==> config.mk <==
export PLATFORM = sky130hd
export DESIGN_NAME = euc_jp_to_shift_jis_stream_core
export DESIGN_NICKNAME = d
export VERILOG_FILES = /design/src/rtl/core/e2s_pkg.sv /design/src/rtl/core/e2s_conv.sv /design/src/rtl/core/e2s_fifo.sv /design/src/rtl/core/euc_jp_to_shift_jis_stream_core.sv
export SDC_FILE = /design/constraint.sdc
export NUM_CORES = 1
export LEC_CHECK = 0
export BUFFER_PORTS_ARGS = -buffer_cell sky130_fd_sc_hd__buf_2
export CAP_MARGIN = 25
export CORE_ASPECT_RATIO = 1.2
export CORE_MARGIN = 1.5
export CORE_UTILIZATION = 25
export DETAILED_ROUTE_END_ITERATION = 6
export PLACE_DENSITY = 0.42
export SYNTH_ARGS = -nofsm -noshare
export SYNTH_HDL_FRONTEND = slang
export SYNTH_SLANG_ARGS = --single-unit
==> constraint.sdc <==
create_clock -name clk -period 5.6 [get_ports clk]
set_input_delay 0.84 -clock clk [delete_from_list [all_inputs] [get_ports clk]]
set_output_delay 0.84 -clock clk [all_outputs]
set_load 0.1 [all_outputs]
==> src/rtl/core/e2s_pkg.sv <==
// Package for the EUC-JP to Shift-JIS stream converter.
// Holds the shared result and state types, byte constants and queue sizing.
// No dependencies.
package e2s_pkg;

  // Byte constants
  localparam logic [7:0] BYTE_NUL = 8'h00;
  localparam logic [7:0] BYTE_LF  = 8'h0A;
  localparam logic [7:0] BYTE_CR  = 8'h0D;

  // Row conversion constants
  localparam logic signed [9:0] ROW_BASE  = 10'sh021;
  localparam logic signed [9:0] ROW_OFS   = 10'sh081;
  localparam logic signed [9:0] ROW_LIMIT = 10'sh09F;
  localparam logic signed [9:0] ROW_SKIP  = 10'sh040;

  // Cell conversion constants
  localparam logic signed [9:0] CELL_ODD_OFS  = 10'sh061;
  localparam logic signed [9:0] CELL_LIMIT    = 10'sh07E;
  localparam logic signed [9:0] CELL_EVEN_OFS = 10'sh002;

  // Result queue sizing
  localparam int QDEPTH = 4;
  localparam int QPTR_W = $clog2(QDEPTH);
  localparam int QCNT_W = $clog2(QDEPTH + 1);

  // One result item
  typedef struct packed {
    logic [7:0] data;
    logic       run_last;
    logic       string_end;
  } res_t;

  // Converter state carried between input bytes
  typedef struct packed {
    logic       lead_pending;
    logic [7:0] held_lead;
    logic       last_was_cr;
  } st_t;

  // Converter output for one input byte
  typedef struct packed {
    logic [1:0] num;
    res_t       r0;
    res_t       r1;
    st_t        nxt;
  } conv_t;

endpackage

==> src/rtl/core/e2s_conv.sv <==
// Combinational byte converter: one EUC-JP byte plus held state in,
// up to two Shift-JIS results and the next state out. Uses e2s_pkg.
module e2s_conv (
  input  logic [7:0]   byte_in,
  input  e2s_pkg::st_t st,
  output e2s_pkg::conv_t cv
);

  logic signed [9:0] lead_v;
  logic signed [9:0] diff;
  logic signed [9:0] half;
  logic signed [9:0] row_v;
  logic signed [9:0] cell_v;
  logic [7:0]        row_b;
  logic [7:0]        cell_b;

  // Row byte: halve (lead - 0x80 - 0x21) toward zero, offset, skip gap
  always_comb begin
    lead_v = {3'b000, st.held_lead[6:0]};
    diff   = lead_v - e2s_pkg::ROW_BASE;
    half   = (diff + $signed({9'd0, diff[9]})) >>> 1;
    row_v  = half + e2s_pkg::ROW_OFS;
    if (row_v > e2s_pkg::ROW_LIMIT) begin
      row_v = row_v + e2s_pkg::ROW_SKIP;
    end
    row_b = row_v[7:0];
  end

  // Cell byte: parity of the lead picks the rule
  always_comb begin
    if (st.held_lead[0]) begin
      cell_v = {2'b00, byte_in} - e2s_pkg::CELL_ODD_OFS;
      if (cell_v > e2s_pkg::CELL_LIMIT) begin
        cell_v = cell_v + 10'sd1;
      end
    end else begin
      cell_v = {2'b00, byte_in} - e2s_pkg::CELL_EVEN_OFS;
    end
    cell_b = cell_v[7:0];
  end

  // Select results and next state
  always_comb begin
    cv.num = 2'd0;
    cv.r0  = '0;
    cv.r1  = '0;
    cv.nxt = st;
    if (byte_in == e2s_pkg::BYTE_NUL) begin
      // end of string: emit terminator, drop any held lead
      cv.num = 2'd1;
      cv.r0  = '{data: e2s_pkg::BYTE_NUL, run_last: 1'b1, string_end: 1'b1};
      cv.nxt = '0;
    end else if (st.lead_pending) begin
      // trail byte: emit row and cell
      cv.num = 2'd2;
      cv.r0  = '{data: row_b, run_last: 1'b0, string_end: 1'b0};
      cv.r1  = '{data: cell_b, run_last: 1'b1, string_end: 1'b0};
      cv.nxt = '{lead_pending: 1'b0, held_lead: 8'h00,
                 last_was_cr: (byte_in == e2s_pkg::BYTE_CR)};
    end else if (byte_in[7]) begin
      // lead byte: hold it
      cv.nxt = '{lead_pending: 1'b1, held_lead: byte_in, last_was_cr: 1'b0};
    end else if (st.last_was_cr && (byte_in == e2s_pkg::BYTE_LF)) begin
      // drop LF after CR
      cv.nxt.last_was_cr = 1'b0;
    end else begin
      // plain byte passes through
      cv.num = 2'd1;
      cv.r0  = '{data: byte_in, run_last: 1'b1, string_end: 1'b0};
      cv.nxt.last_was_cr = (byte_in == e2s_pkg::BYTE_CR);
    end
  end

endmodule

==> src/rtl/core/e2s_fifo.sv <==
// Small result queue: takes up to two results per cycle, delivers one
// unless stalled, straight from queue registers. Uses e2s_pkg.
module e2s_fifo (
  input  logic                clk,
  input  logic                rst_n,
  input  logic [1:0]          push_num,
  input  e2s_pkg::res_t       push_r0,
  input  e2s_pkg::res_t       push_r1,
  output logic                room2,
  output logic                out_valid,
  input  logic                out_stall,
  output e2s_pkg::res_t       out_res
);

  e2s_pkg::res_t                    mem_r [e2s_pkg::QDEPTH];
  logic [e2s_pkg::QPTR_W-1:0]       wr_ptr_r, wr_ptr_nxt;
  logic [e2s_pkg::QPTR_W-1:0]       rd_ptr_r, rd_ptr_nxt;
  logic [e2s_pkg::QCNT_W-1:0]       cnt_r, cnt_nxt;
  logic [e2s_pkg::QPTR_W-1:0]       wr_ptr_p1;
  logic                             pop;

  // Status toward both sides
  assign out_valid = (cnt_r != '0);
  assign out_res   = mem_r[rd_ptr_r];
  assign room2     = (cnt_r <= e2s_pkg::QCNT_W'(e2s_pkg::QDEPTH - 2));
  assign pop       = out_valid && !out_stall;
  assign wr_ptr_p1 = wr_ptr_r + e2s_pkg::QPTR_W'(1);

  // Advance pointers and count
  always_comb begin
    wr_ptr_nxt = wr_ptr_r + e2s_pkg::QPTR_W'(push_num);
    rd_ptr_nxt = rd_ptr_r + e2s_pkg::QPTR_W'(pop);
    cnt_nxt    = cnt_r + e2s_pkg::QCNT_W'(push_num) - e2s_pkg::QCNT_W'(pop);
  end

  always_ff @(posedge clk) begin
    if (!rst_n) begin
      wr_ptr_r <= '0;
      rd_ptr_r <= '0;
      cnt_r    <= '0;
    end else begin
      wr_ptr_r <= wr_ptr_nxt;
      rd_ptr_r <= rd_ptr_nxt;
      cnt_r    <= cnt_nxt;
    end
  end

  // Write one or two entries
  always_ff @(posedge clk) begin
    if (push_num != 2'd0) begin
      mem_r[wr_ptr_r] <= push_r0;
    end
    if (push_num == 2'd2) begin
      mem_r[wr_ptr_p1] <= push_r1;
    end
  end

`ifndef SYNTHESIS
  a_cnt_bound: assert property (@(posedge clk) disable iff (!rst_n)
    cnt_r <= e2s_pkg::QCNT_W'(e2s_pkg::QDEPTH))
    else $error("result queue count out of range");

  a_ptr_cnt: assert property (@(posedge clk) disable iff (!rst_n)
    (cnt_r == e2s_pkg::QCNT_W'(e2s_pkg::QDEPTH)) ||
    ((wr_ptr_r - rd_ptr_r) == cnt_r[e2s_pkg::QPTR_W-1:0]))
    else $error("result queue pointers disagree with count");

  a_no_overflow: assert property (@(posedge clk) disable iff (!rst_n)
    (push_num != 2'd0) |-> room2)
    else $error("push into result queue without room");
`endif

endmodule

==> src/rtl/core/euc_jp_to_shift_jis_stream_core.sv <==
// EUC-JP to Shift-JIS stream converter, top level.
// Each input byte is registered, then converted into the result queue that
// drives the outputs. Throughput: one input byte per cycle; a trail byte's two
// results drain in turn through a 4-entry result queue, and the input stalls
// when that queue has fewer than two free entries. Synchronous active-low reset
// clears the held lead, the CR flag, the input stage and the queue.
module euc_jp_to_shift_jis_stream_core (
  input  logic       clk,
  input  logic       rst_n,
  input  logic       in_valid,
  output logic       in_stall,
  input  logic [7:0] in_byte,
  output logic       out_valid,
  input  logic       out_stall,
  output logic [7:0] out_byte,
  output logic       out_run_last,
  output logic       out_string_end
);

  logic           in_vld_r;
  logic [7:0]     in_byte_r;
  e2s_pkg::st_t   st_r;
  e2s_pkg::conv_t cv;
  e2s_pkg::res_t  out_res;
  logic           room2;
  logic           fire;
  logic [1:0]     push_num;

  // Process the staged byte when the queue can take two results
  assign fire     = in_vld_r && room2;
  assign in_stall = in_vld_r && !room2;
  assign push_num = fire ? cv.num : 2'd0;

  // Input stage
  always_ff @(posedge clk) begin
    if (!rst_n) begin
      in_vld_r <= 1'b0;
    end else if (!in_stall) begin
      in_vld_r <= in_valid;
    end
  end

  always_ff @(posedge clk) begin
    if (in_valid && !in_stall) begin
      in_byte_r <= in_byte;
    end
  end

  // Converter state
  always_ff @(posedge clk) begin
    if (!rst_n) begin
      st_r <= '0;
    end else if (fire) begin
      st_r <= cv.nxt;
    end
  end

  e2s_conv u_conv (
    .byte_in (in_byte_r),
    .st      (st_r),
    .cv      (cv)
  );

  e2s_fifo u_fifo (
    .clk       (clk),
    .rst_n     (rst_n),
    .push_num  (push_num),
    .push_r0   (cv.r0),
    .push_r1   (cv.r1),
    .room2     (room2),
    .out_valid (out_valid),
    .out_stall (out_stall),
    .out_res   (out_res)
  );

  assign out_byte       = out_res.data;
  assign out_run_last   = out_res.run_last;
  assign out_string_end = out_res.string_end;

`ifndef SYNTHESIS
  a_nul_clears: assert property (@(posedge clk) disable iff (!rst_n)
    (fire && (in_byte_r == e2s_pkg::BYTE_NUL)) |=> (st_r == '0))
    else $error("terminator did not clear converter state");

  a_lead_no_cr: assert property (@(posedge clk) disable iff (!rst_n)
    st_r.lead_pending |-> (!st_r.last_was_cr && st_r.held_lead[7]))
    else $error("held lead state inconsistent");

  a_stall_hold: assert property (@(posedge clk) disable iff (!rst_n)
    (in_vld_r && !room2) |=> (in_vld_r && $stable(in_byte_r)))
    else $error("staged byte lost while queue full");
`endif

endmodule
==> run summary <==
Pre-CTS WS: 0.2546 ns
Initial antenna violation count: 0
CP Capture Type: flip-flop
CTS buffer count: 9
Status: completed
Clock transition at path regs: 0.06 ns
Post-synth EDFFs: 44
Pins over their slew limit: 0
Multi-input logic area: 2357 sq um
Wire per inst: 17.84 um
Synth cell count leaders: edfxtp_1 (44), nand2_1 (23), o22ai_1 (23)
DRC: 0
Final Cycle Share: 0.9217
Clock buffer depth: 2
Final WS setup: 0.4387 ns
Largest cells by area after synthesis: edfxtp_1 (31%), dfxtp_1 (9.9%), mux4_2 (5.3%), ha_1 (5.0%), xnor2_1 (3.9%)
First-pass GRT wire length: 18840 um
H-Tree Depth: 3
FF+latch area: 1742 sq um
Reg power frac: 0.302
Mapped cell area: 4268 sq um
Data arrival time of the worst path: 5.23 ns
WS Path Type: reg2reg
# diodes: 0
Leak: 0.001685 uW
Sw frac: 0.4116
Tmin final: 5.161 ns
Critical path's top delay family: simple AND/OR/NAND/NOR gates
Sw Pwr: 840.5 uW
Routability cong.: 0.8471
Setup Fix Bufs, Post-CTS: 0
Predominant post-synthesis flop cell: edfxtp_1
Cell area after layout: 4925 sq um
Max Fclk: 193.8 MHz
Sinks on the clock net: 65
Top cell type's share of synthesized area: 0.3096
Net count, final: 461
Die height: 146.1 um
Gr usage total: 0.1384
Fin. Hold Viols: 0
ANT nets after route: 0
Worst Hold Class: reg2reg
Cts repair resizes: 0
Dpl cell area: 4591 sq um
CP required: 5.67 ns
Hold-fix buffer count after cts: 0
WP buf/inv: 0
Total grt overflow: 0
Synthesized flop and latch total: 65
CTS tree: yes
Die X-Extent: 122.3 um
Pwr dens: 414.7 nW/um^2
Setup violators final: 0
Ports: 24
Dpl hpwl: 8372 um
CP startpoint kind: flip-flop
Combinational fraction of design power: 0.395
Worst Path Max Fanout: 11
Post-synth ARST share: 0
FP Rows: 52
Initial Util: 0.2542
Yosys cell types: 75
Die Area: 17870 sq um
Avg Cell Area, Syn: 10.26 sq um
Maximum number of pins on one net before global-route repair: 23
Pre-antenna DRT Iters: 4
Worst-margin pin slew: 0.9274 ns
Clk_skew: 0.006015 ns
1st-iter DRT viols: 246
Worst path cell trace: or4_4, or2_1, a21oi_2, and2_1, ha_1, xor3_1, nand2_1, a311o_1, mux2i_1, a21oi_1, o21ai_2, ha_1, nand2_1, a311oi_1, mux2i_1, o2bb2ai_1, nor4_4, mux2i_2, o22ai_1
Cell with the most instances after synthesis: edfxtp_1
Max cap viols: 0
Share of cells above drive strength 1: 0.1720
Crit path largest cell delay: 0.57 ns
IO Port Bufs: 23
Mapped Nets: 446
Post-synthesis sequential area ratio: 0.4081
Routed WL: 11630 um
Fillers: 1764
Vias/cell: 5.025
Worst-Skew Late Latency: 0.34 ns
Synth area leader: edfxtp_1
P_int: 1202 uW
Peak supply drop: 0.1426 mV
Clock share of power: 0.303
Vias: 3276
CP max stage cell: or4_4
Core Box Area: 16790 sq um
Vias in the first global route: 3313
Clk root buf: clkbuf_16
Yosys warnings: 0
Layout Utilization: 0.2934
P&R area growth vs syn: 15.39%
Syn Inst Count: 416
Rel. slew slack: 0.3805
-- path summary, 6_finish.rpt --
check	end	slack, ns	cells past startpoint	startpoint
setup / recovery	u_fifo.mem_r[1][9]	0.44	19	st_r[2]
hold / removal	u_fifo.mem_r[1][0]	0.49	2	u_fifo.mem_r[1][0]
setup reg to reg	u_fifo.mem_r[1][9]	0.44	19	st_r[2]
hold reg to reg	u_fifo.mem_r[1][0]	0.49	2	u_fifo.mem_r[1][0]
-- cells by family after synthesis --
group | share of synthesized area
adder cells (fa/ha/maj) | 0.05687
multiplexers | 0.06215
AND/OR/NAND/NOR | 0.1695
AO/OA/AOI/OAI | 0.1935
flip-flops | 0.4081
XOR/XNOR | 0.06713
buffers and inverters | 0.04280
-- cell type report --
class                           count  area share
Clock buffer                        9     0.04573
Clock inverter                      7     0.01931
Inverter                           18     0.01372
Multi-Input combinational cell    307      0.4787
Sequential cell                    65      0.3537
Tap cell                          216     0.05488
Timing Repair Buffer               30     0.03404
-- tightest hold or removal path, stage by stage (launching register included) --
cell and delay [ns]:
dfxtp_1 0.32, a21oi_1 0.06, nor2_1 0.07
-- power by group through the flow --
stage / sequential [uW] / combinational [uW] / clock, uW
global placement: 629 / 801 / 0
CTS: 621 / 805 / 630
finish: 617 / 806 / 619
floorplan: 576 / 705 / 0
detailed placement: 630 / 803 / 0
global route: 629 / 871 / 649
-- state kept, by name, indices dropped and copies added, names as in the netlist --
register,flops
u_fifo.mem_r,40
st_r,9
in_byte_r,8
u_fifo.cnt_r,3
u_fifo.rd_ptr_r,2
u_fifo.wr_ptr_r,2
in_vld_r,1
-- layout by cell type (no fill, tap or decap), types with 3 or more instances in the layout --
master     instances
a21oi_1           17
nand2_1           23
or2_2              3
mux2i_1            3
ha_1              17
xor2_1            11
buf_2             23
nor2b_1           17
a21o_1             4
o31ai_1            6
edfxtp_1          44
nand3b_1           4
clkbuf_16          9
or3_1              7
inv_1             17
xnor2_1           19
o21ai_0           12
buf_4              7
dfxtp_1           21
nor3b_1            3
nand3_1            9
o22ai_1           23
nor3_1             8
mux4_2            10
and2_1            10
o32ai_1            5
nand2b_1           4
a22oi_1           13
nor2_1            21
-- metrics by stage --
| stage | instances | total power, uW | setup TNS (ns) | hold slack (ns) |
|---|---|---|---|---|
| finish | 652 | 2042 | 0 | 0.4877 |
| global route | 652 | 2149 | -0.03679 | 0.5374 |
| CTS | 652 | 2056 | 0 | 0.4897 |
| detailed placement | 636 | 1433 | 0 | 0.4744 |
| global placement | 636 | 1430 | 0 | 0.4726 |
| floorplan | 416 | 1281 | 0 | 0.4492 |
-- per-layer routing --
| layer | vias to the layer above | routed length [um] | GRT usage |
|---|---|---|---|
| li1 | 1607 | - | - |
| met1 | 1609 | 5242 | 0.1822 |
| met2 | 48 | 5821 | 0.2274 |
| met3 | 12 | 392 | 0.02031 |
| met4 | 0 | 176 | 0.05291 |
| met5 | - | 0 | 0 |
Note: power is estimated with default switching activity, not from simulation.
